===== config.mk =====
export PLATFORM = sky130hd
export DESIGN_NAME = unicode_transcoder
export DESIGN_NICKNAME = d
export VERILOG_FILES = /design/src/design/uct_pkg.sv /design/src/design/unicode_transcoder.sv /design/src/design/uct_core.sv /design/src/design/uct_outbuf.sv
export SDC_FILE = /design/constraint.sdc
export NUM_CORES = 1
export LEC_CHECK = 0
export ABC_AREA = 1
export BUFFER_PORTS_ARGS = -buffer_cell sky130_fd_sc_hd__buf_2
export CAP_MARGIN = 10
export CORE_ASPECT_RATIO = 0.75
export CORE_MARGIN = 3
export CORE_UTILIZATION = 55
export DETAILED_ROUTE_END_ITERATION = 10
export GPL_TIMING_DRIVEN = 0
export PLACE_DENSITY = 0.72
export SLEW_MARGIN = 20
export SYNTH_ARGS = -nofsm -noshare
export SYNTH_HDL_FRONTEND = slang
export SYNTH_HIERARCHICAL = 1
export SYNTH_SLANG_ARGS = --single-unit

===== constraint.sdc =====
create_clock -name clk -period 8.1 [get_ports clk]
set_clock_uncertainty 0.2 [all_clocks]
set_input_delay 1.62 -clock clk [delete_from_list [all_inputs] [get_ports clk]]
set_output_delay 1.62 -clock clk [all_outputs]
set_load 0.005 [all_outputs]

===== src/design/uct_pkg.sv =====
// Package for the unicode transcoder: mode codes, the result set type and
// the UTF-8 and UTF-16 encoding functions.
// Depends on nothing; it is imported by every module of the block.
`default_nettype none

package uct_pkg;

	// Operating modes, as written through the configuration port.
	typedef enum logic [1:0] {
		MODE_U8_U16 = 2'd0,
		MODE_U8_U32 = 2'd1,
		MODE_U16_U8 = 2'd2,
		MODE_U32_U8 = 2'd3
	} mode_t;

	localparam int MAX_RESULTS = 6;
	localparam int UNIT_W      = 31;

	// Lead byte marks of the two-to-six-byte UTF-8 forms.
	localparam logic [7:0] MARK2 = 8'hC0;
	localparam logic [7:0] MARK3 = 8'hE0;
	localparam logic [7:0] MARK4 = 8'hF0;
	localparam logic [7:0] MARK5 = 8'hF8;
	localparam logic [7:0] MARK6 = 8'hFC;

	localparam logic [31:0] PAIR_BASE   = 32'h0001_0000;
	localparam logic [31:0] MAX_U16_CP  = 32'h0010_FFFF;
	localparam logic [31:0] MAX_U8_CP   = 32'h7FFF_FFFF;
	localparam logic [31:0] LAST_BMP_LO = 32'h0000_D7FF;
	localparam logic [15:0] HIGH_SURR   = 16'hD800;
	localparam logic [15:0] LOW_SURR    = 16'hDC00;
	localparam logic [15:0] SURR_MASK   = 16'hFC00;
	localparam logic [9:0]  TEN_BITS    = 10'h3FF;

	// Up to six output elements of one input item, lowest slot first.
	typedef struct packed {
		logic [2:0]                             cnt;
		logic [MAX_RESULTS-1:0][UNIT_W-1:0]     u;
	} res_set_t;

	localparam res_set_t RES_EMPTY = '{cnt: 3'd0, u: '0};

	// One element on its own.
	function automatic res_set_t single(input logic [UNIT_W-1:0] v);
		res_set_t r;
		r      = RES_EMPTY;
		r.cnt  = 3'd1;
		r.u[0] = v;
		return r;
	endfunction

	// Append the elements of b behind those of a (at most six in total).
	function automatic res_set_t append(input res_set_t a, input res_set_t b);
		res_set_t   r;
		logic [2:0] k;
		r     = a;
		r.cnt = a.cnt + b.cnt;
		for (int i = 0; i < MAX_RESULTS; i++) begin
			k = 3'(i) - a.cnt;
			if (3'(i) >= a.cnt && k < 3'(MAX_RESULTS)) begin
				r.u[i] = b.u[k];
			end
		end
		return r;
	endfunction

	// UTF-8 encoding in the original forms of up to six bytes.
	function automatic res_set_t enc8(input logic [31:0] cp);
		res_set_t    r;
		logic [2:0]  k;
		logic [7:0]  mark;
		logic [35:0] ext;
		logic [2:0]  sel;
		logic [5:0]  grp;
		logic [7:0]  byte_v;
		r    = RES_EMPTY;
		ext  = {4'b0000, cp};
		mark = 8'h00;
		if (cp == 32'd0) begin
			k = 3'd0;
		end else if (cp <= 32'h0000_007F) begin
			k = 3'd1;
		end else if (cp <= 32'h0000_07FF) begin
			k = 3'd2;
			mark = MARK2;
		end else if (cp <= 32'h0000_FFFF) begin
			k = 3'd3;
			mark = MARK3;
		end else if (cp <= 32'h001F_FFFF) begin
			k = 3'd4;
			mark = MARK4;
		end else if (cp <= 32'h03FF_FFFF) begin
			k = 3'd5;
			mark = MARK5;
		end else if (cp <= MAX_U8_CP) begin
			k = 3'd6;
			mark = MARK6;
		end else begin
			k = 3'd0;
		end
		r.cnt = k;
		for (int j = 0; j < MAX_RESULTS; j++) begin
			if (3'(j) < k) begin
				sel = k - 3'd1 - 3'(j);
				grp = ext[6*sel +: 6];
				if (j == 0) begin
					byte_v = (k == 3'd1) ? cp[7:0] : (mark | {2'b00, grp});
				end else begin
					byte_v = {2'b10, grp};
				end
				r.u[j] = UNIT_W'(byte_v);
			end
		end
		return r;
	endfunction

	// UTF-16 encoding; zero, surrogate values and values beyond the last plane give nothing.
	function automatic res_set_t enc16(input logic [UNIT_W-1:0] cp);
		res_set_t    r;
		logic [31:0] v;
		logic [31:0] c;
		r = RES_EMPTY;
		c = 32'(cp);
		v = c - PAIR_BASE;
		if (c == 32'd0) begin
			r = RES_EMPTY;
		end else if (c <= LAST_BMP_LO || (c >= 32'h0000_E000 && c <= 32'h0000_FFFF)) begin
			r = single(cp);
		end else if (c >= PAIR_BASE && c <= MAX_U16_CP) begin
			r.cnt  = 3'd2;
			r.u[0] = UNIT_W'(HIGH_SURR | {6'b0, v[19:10]});
			r.u[1] = UNIT_W'(LOW_SURR | {6'b0, v[9:0]});
		end
		return r;
	endfunction

endpackage

`default_nettype wire


===== src/design/unicode_transcoder.sv =====
// Streaming UTF-8 / UTF-16 / UTF-32 transcoder. The first result of an
// element passes through the input register, then the result register.
// Throughput: one element per cycle, unless the output is held back, while
// each gives at most one result; one with more results holds the input
// until its last result leaves the result register's single output.
// Reset clears the mode to UTF-8 to UTF-16 and empties all decoder state.
`default_nettype none

module unicode_transcoder
	import uct_pkg::*;
(
	input  wire logic        clk,
	input  wire logic        arst_n,
	input  wire logic        cfg_we,
	input  wire logic [1:0]  cfg_wdata,
	input  wire logic        s_tvalid,
	output logic             s_tready,
	input  wire logic [31:0] s_tdata,   // code_unit[31:0]
	input  wire logic        s_tlast,   // end_of_text
	output logic             m_tvalid,
	input  wire logic        m_tready,
	output logic [31:0]      m_tdata,   // out_unit[31:0]
	output logic             m_tlast    // run_last
);

	logic        valid_s1;
	logic [31:0] unit_s1;
	logic        eot_s1;
	logic        free;
	logic        advance;
	res_set_t    res;

	// The input register moves on whenever the result register can take it.
	assign advance  = valid_s1 && free;
	assign s_tready = !valid_s1 || free;

	always_ff @(posedge clk or negedge arst_n) begin
		if (!arst_n) begin
			valid_s1 <= 1'b0;
		end else if (s_tready) begin
			valid_s1 <= s_tvalid;
		end
	end

	always_ff @(posedge clk) begin
		if (s_tvalid && s_tready) begin
			unit_s1 <= s_tdata;
			eot_s1  <= s_tlast;
		end
	end

	uct_core u_core (
		.clk       (clk),
		.arst_n    (arst_n),
		.cfg_we    (cfg_we),
		.cfg_wdata (cfg_wdata),
		.step      (advance),
		.unit      (unit_s1),
		.eot       (eot_s1),
		.res       (res)
	);

	uct_outbuf u_outbuf (
		.clk      (clk),
		.arst_n   (arst_n),
		.load     (advance),
		.res      (res),
		.free     (free),
		.m_tvalid (m_tvalid),
		.m_tready (m_tready),
		.m_tdata  (m_tdata),
		.m_tlast  (m_tlast)
	);

endmodule

`default_nettype wire


===== src/design/uct_core.sv =====
// Conversion core of the unicode transcoder: mode register, decoder state
// and the single-pass logic that turns one element into its result set.
// Depends on uct_pkg.
`default_nettype none

module uct_core
	import uct_pkg::*;
(
	input  wire logic        clk,
	input  wire logic        arst_n,
	input  wire logic        cfg_we,
	input  wire logic [1:0]  cfg_wdata,
	input  wire logic        step,
	input  wire logic [31:0] unit,
	input  wire logic        eot,
	output res_set_t         res
);

	mode_t        mode_q;
	logic [2:0]   pend_q, pend_d;
	logic [30:0]  part_q, part_d;
	logic [15:0]  held_q, held_d;
	logic         held_vld_q, held_vld_d;

	logic [7:0]   b;
	logic [15:0]  u;
	logic         fire;
	logic [30:0]  cp;
	logic         u_high, u_low, done;
	res_set_t     set_a, set_b;

	assign b      = unit[7:0];
	assign u      = unit[15:0];
	assign u_high = (u & SURR_MASK) == HIGH_SURR;
	assign u_low  = (u & SURR_MASK) == LOW_SURR;

	// Next state and results for the element in the input register.
	always_comb begin
		pend_d     = pend_q;
		part_d     = part_q;
		held_d     = held_q;
		held_vld_d = held_vld_q;
		fire       = 1'b0;
		cp         = '0;
		done       = 1'b0;
		set_a      = RES_EMPTY;
		set_b      = RES_EMPTY;
		res        = RES_EMPTY;
		case (mode_q)
			MODE_U8_U16, MODE_U8_U32: begin
				if (pend_q != 3'd0) begin
					part_d = {part_q[24:0], b[5:0]};
					pend_d = pend_q - 3'd1;
					if (pend_q == 3'd1) begin
						fire = 1'b1;
						cp   = part_d;
					end
				end else if ((b & 8'hFE) == MARK6) begin
					part_d = 31'(b[0]);
					pend_d = 3'd5;
				end else if ((b & 8'hFC) == MARK5) begin
					part_d = 31'(b[1:0]);
					pend_d = 3'd4;
				end else if ((b & 8'hF8) == MARK4) begin
					part_d = 31'(b[2:0]);
					pend_d = 3'd3;
				end else if ((b & 8'hF0) == MARK3) begin
					part_d = 31'(b[3:0]);
					pend_d = 3'd2;
				end else if ((b & 8'hE0) == MARK2) begin
					part_d = 31'(b[4:0]);
					pend_d = 3'd1;
				end else if (b[7:6] == 2'b10) begin
					// A stray continuation byte gives its low six bits.
					fire = 1'b1;
					cp   = 31'(b[5:0]);
				end else begin
					fire = 1'b1;
					cp   = 31'(b);
				end
				if (eot) begin
					pend_d = 3'd0;
					part_d = '0;
				end
				if (fire) begin
					if (mode_q == MODE_U8_U16) begin
						res = enc16(cp);
					end else if (cp != '0) begin
						res = single(cp);
					end
				end
			end
			MODE_U16_U8: begin
				// A held high surrogate either pairs with a low one or goes out alone.
				if (held_vld_q) begin
					if (u_low) begin
						set_a = enc8(PAIR_BASE + 32'({held_q[9:0] & TEN_BITS, u[9:0]}));
						done  = 1'b1;
					end else begin
						set_a = enc8(32'(held_q));
					end
				end
				// A new high surrogate is held, unless the text ends here.
				if (!done && (!u_high || eot)) begin
					set_b = enc8(32'(u));
				end
				held_vld_d = !done && u_high && !eot;
				held_d     = held_vld_d ? u : 16'h0000;
				res        = append(set_a, set_b);
			end
			default: begin
				res = enc8(unit);
			end
		endcase
	end

	// Mode register and decoder state; a mode write clears the state.
	always_ff @(posedge clk or negedge arst_n) begin
		if (!arst_n) begin
			mode_q     <= MODE_U8_U16;
			pend_q     <= 3'd0;
			part_q     <= '0;
			held_q     <= 16'h0000;
			held_vld_q <= 1'b0;
		end else if (cfg_we) begin
			mode_q     <= mode_t'(cfg_wdata);
			pend_q     <= 3'd0;
			part_q     <= '0;
			held_q     <= 16'h0000;
			held_vld_q <= 1'b0;
		end else if (step) begin
			pend_q     <= pend_d;
			part_q     <= part_d;
			held_q     <= held_d;
			held_vld_q <= held_vld_d;
		end
	end

endmodule

`default_nettype wire


===== src/design/uct_outbuf.sv =====
// Result register of the unicode transcoder: holds the result set of one
// element and hands its elements out one transaction at a time.
// Depends on uct_pkg.
`default_nettype none

module uct_outbuf
	import uct_pkg::*;
(
	input  wire logic        clk,
	input  wire logic        arst_n,
	input  wire logic        load,
	input  wire res_set_t    res,
	output logic             free,
	output logic             m_tvalid,
	input  wire logic        m_tready,
	output logic [31:0]      m_tdata,  // out_unit[31:0]
	output logic             m_tlast   // run_last
);

	logic [MAX_RESULTS-1:0][UNIT_W-1:0] units_q;
	logic [2:0]                         cnt_q;
	logic [2:0]                         idx_q;
	logic                               take;

	// The register is free when empty or when its last element leaves now.
	assign m_tvalid = cnt_q != 3'd0;
	assign m_tlast  = idx_q == (cnt_q - 3'd1);
	assign m_tdata  = {1'b0, units_q[idx_q]};
	assign take     = m_tvalid && m_tready;
	assign free     = !m_tvalid || (m_tready && m_tlast);

	// Count and position of the element on the output.
	always_ff @(posedge clk or negedge arst_n) begin
		if (!arst_n) begin
			cnt_q <= 3'd0;
			idx_q <= 3'd0;
		end else if (load) begin
			cnt_q <= res.cnt;
			idx_q <= 3'd0;
		end else if (take) begin
			if (m_tlast) begin
				cnt_q <= 3'd0;
			end else begin
				idx_q <= idx_q + 3'd1;
			end
		end
	end

	// Result elements.
	always_ff @(posedge clk) begin
		if (load) begin
			units_q <= res.u;
		end
	end

endmodule

`default_nettype wire


==> flow_metrics.py <==
metrics = {
    "worst_setup_path": {
        "cp_top_family": "buffers and inverters",
        "max_stage_delay_ns": 0.67,
        "startpoint_type": "flop",
        "cp.required_ns": 8.20,
        "cp.arrival_ns": 5.46,
        "r2r-start": "unit_s1[1]$_DFFE_PP_",
        "path_max_fanout": 13,
        "endpoint_kind": "flop",
        "worstReg2RegEnd": "u_outbuf/units_q[67]$_DFFE_PP_",
        "criticalPathCategory": "flop to flop",
        "cp_common_cell": "nand2_1",
        "worst_r2r_path_depth": 21,
        "rrSetupSlack_ns": 2.73,
        "cp_num_buf_inv": 6,
        "cp_cell_sequence": "buf_2 > clkinv_1 > nand4_1 > nor2_2 > nand3_1 > nand3_2 > o21bai_1 > nand2_1 > nand2_2 > buf_2 > ha_1 > clkbuf_1 > clkinv_1 > nand3_1 > nand2_2 > inv_2 > a21oi_1 > nand2_1 > nand2_1 > nand2_1 > nand2_1",
        "crit_slowest_cell": "clkinv_1",
    },
    "pwr": {
        "ir_drop_v": 0.0006789,
        "p_int_mw": 3.730,
        "power.leakage_nw": 9.090,
        "p_clk_share_pct": 21.6,
        "comb_power_share_pct": 39.8,
        "p_seq_share_pct": 38.6,
        "switching_share_pct": 41.64,
        "power_density_nw_per_um2": 309.8,
        "p_sw_mw": 2.661,
    },
    "logic_synthesis": {
        "synth_top_flop_cell": "edfxtp_1",
        "ys_async_sr_fraction_pct": 19.78,
        "synth-edff-count": 219,
        "synth_compound_area_share_pct": 15.94,
        "seq_area_frac_synth_pct": 43.43,
        "synthCells": 2347,
        "synth_top_family_by_area": "simple AND/OR/NAND/NOR gates",
        "synth_cell_types": 60,
        "ys_ff_latch": 273,
        "synthXorXnorAreaFrac_pct": 0.5827,
        "synth.avg_cell_area_sq_um": 7.777,
        "syn_area_sq_um": 18250,
        "yosysWarnings": 6,
        "synth_fa_ha_area_share_pct": 2.372,
        "synthMuxAreaShare_pct": 0,
        "synth-simple-area-share_pct": 25.58,
    },
    "sta": {
        "grt_setup_unrepaired": "no",
        "hold_slack_ns": 0.3147,
        "tightestPinTransition_ns": 1.050,
        "worst_slack_ns": 2.733,
        "setup_viol": 0,
        "fmax_mhz": 186.3,
        "min_period_ns": 5.367,
        "fin_crit_sh_pct": 66.26,
        "relSlewSlack_pct": 29.37,
        "drv_slew": 0,
        "timing_hold_violations_final": 0,
        "finalSetupTns_ns": 0,
    },
    "placed_design": {
        "place_ws_ns": 2.933,
        "placed_area_sq_um": 19650,
        "place.gp.congestion": 1.035,
        "port_buffers": 73,
        "place_hpwl_um": 48560,
    },
    "global_route": {
        "antenna_found_initial": 0,
        "grt_start_max_net_pins": 98,
        "overflow": 0,
        "grt_usage_pct": 35.98,
        "grt_pass1_vias": 16310,
        "grt_pass1_wl_um": 96860,
    },
    "worst_hold_path": {
        "whs_endpoint": "u_core/part_q[23]$_DFFE_PN0P_",
        "whs_path_depth": 2,
        "min_from": "u_core/part_q[23]$_DFFE_PN0P_",
        "hold_class": "flop to flop",
    },
    "routing": {
        "num_vias": 17800,
        "drc": 0,
        "dr.first_iter.drc_count": 2850,
        "ant_nets": 0,
        "wl_per_cell_um": 21.38,
        "dr.pass1.iters": 7,
        "wl_um": 64670,
        "viasPerCell": 5.883,
    },
    "final_layout": {
        "fin_area_sq_um": 20630,
        "drive_gt1_share_pct": 15.49,
        "area_growth_pct": 13.02,
        "multi_input_area_sq_um": 8539,
        "nets": 2634,
        "antennaDiodeCount": 0,
        "n_fill_cell": 2905,
        "register_area_sq_um": 7928,
    },
    "die": {
        "num_rows": 57,
        "dieArea_sq_um": 35430,
        "dieWidth_um": 216.4,
        "chipHeight_um": 163.8,
        "core_sq_um": 32520,
        "io_pins": 75,
        "start_util_pct": 56.12,
    },
    "clock_tree": {
        "cts-resized-gates": 0,
        "cts_buffers": 29,
        "cts_root_buffer": "clkbuf_16",
        "path_clk_slew_ns": 0.07,
        "clock_path_buffers": 3,
        "cts_tree": "built",
        "cts_setup_buffers": 0,
        "postCtsHoldBufs": 0,
        "h-tree-depth": 1,
        "clkSinkCount": 273,
        "clk_latency_ns": 0.58,
    },
    "flow_run": {
        "maxCapViolations": 0,
    },
    "run_status": {
        "status": "complete, no violations",
    },
}
area by class of cell:
type / instances / share of cell area (%)
multi-input cells: 1760 / 41.39
flip-flops and latches: 273 / 38.43
plain buffers: 218 / 6.938
clock buffers: 39 / 4.003
inverters: 203 / 3.754
well taps: 442 / 2.681
repair buffers: 75 / 2.050
clock inverters: 15 / 0.7521
power groups by stage:
stage	logic [mW]	registers, mW	clock network [mW]
floorplan	1.55	2.48	0
global placement	2.34	2.59	0
detailed placement	2.44	2.47	0
CTS	2.47	2.46	1.38
global route	2.75	2.51	1.44
finish	2.54	2.47	1.38
worst max-delay path by stage:
stage	slack, ns	startpoint	cells after the start	end
after floorplan	0.98	m_tready	7	u_core/held_q[5]$_DFFE_PN0P_
after global placement	-1.46	m_tready	8	u_core/held_q[6]$_DFFE_PN0P_
after detailed placement	2.93	unit_s1[1]$_DFFE_PP_	21	u_outbuf/units_q[67]$_DFFE_PP_
after CTS	2.92	unit_s1[1]$_DFFE_PP_	21	u_outbuf/units_q[67]$_DFFE_PP_
after global routing	2.53	unit_s1[1]$_DFFE_PP_	21	u_outbuf/units_q[67]$_DFFE_PP_
final	2.73	unit_s1[1]$_DFFE_PP_	21	u_outbuf/units_q[67]$_DFFE_PP_
state kept, by name (all words and copies together) (netlist names):
register and cells:
u_outbuf/units_q 186, unit_s1 32, u_core/part_q 25, u_core/held_q 16
u_core/pend_q 3, u_outbuf/cnt_q 3, u_outbuf/idx_q 3, u_core/mode_q 2
eot_s1 1, u_core/held_vld_q 1, valid_s1 1
tightest hold or removal path: cells and delay by family (launching register included):
kind / cells / cell delay [ns]
flops: 1 / 0.36
simple gates: 1 / 0.06
compound gates: 1 / 0.06
logic make-up after synthesis:
kind of cell             count (synthesis)
AND/OR/NAND/NOR                       1075
flip-flops                             273
buffers and inverters                  421
XOR/XNOR                                 7
AO/OA/AOI/OAI                          535
other                                    2
adder cells (fa/ha/maj)                 34
per-stage QoR:
| step | util (%) | cells | total power, mW |
|---|---|---|---|
| floorplan | - | 2454 | 4.032 |
| global placement | 60.18 | 2969 | 4.928 |
| CTS | 63.43 | 3025 | 6.309 |
| detailed placement | 60.42 | 2971 | 4.913 |
| global route | 63.43 | 3025 | 6.697 |
| finish | 63.43 | 3025 | 6.391 |
layer usage:
metal  track usage, %  share of wire [%]  wire length [um]  up-vias
li1                 -                  -                 -     8157
met1            53.40                 43             27630     8374
met2            51.26                 41             26220     1136
met3            10.86                 14              9050      128
met4            9.305                2.7              1766        0
met5                0                  0                 0        -
cells in the final DEF (no fill, tap or decap), types with 11 or more instances in the layout:
master | Yosys | final
a21oi_1 | 110 | 109
buf_2 | 36 | 108
buf_4 | 120 | 121
buf_6 | 15 | 15
clkbuf_1 | 37 | 43
clkbuf_16 | 0 | 31
conb_1 | 2 | 109
dfrtp_1 | 54 | 54
edfxtp_1 | 219 | 219
ha_1 | 33 | 33
inv_1 | 172 | 171
inv_2 | 22 | 22
nand2_1 | 565 | 565
nand2_2 | 19 | 19
nand3_1 | 181 | 181
nand4_1 | 27 | 27
nor2_1 | 215 | 215
nor2_2 | 11 | 11
nor3_1 | 19 | 19
o21ai_0 | 256 | 256
o21ai_1 | 74 | 74
o21ai_2 | 14 | 14
o22ai_1 | 45 | 45
Yosys cell counts, types with 14 or more instances:
library cell  count  area, sq um
o21ai_2          14        122.6
buf_4           120        900.9
o21ai_1          74        370.4
nor2_1          215        807.0
nand2_2          19        118.9
inv_2            22        82.58
buf_6            15        168.9
edfxtp_1        219         6576
o22ai_1          45        281.5
buf_2            36        180.2
ha_1             33        412.9
nand4_1          27        168.9
nand3_1         181        905.9
clkbuf_1         37        138.9
inv_1           172        645.6
nand2_1         565         2121
o21ai_0         256         1281
nor3_1           19        95.09
dfrtp_1          54         1351
a21oi_1         110        550.5
(Power assumes the default switching activity.)
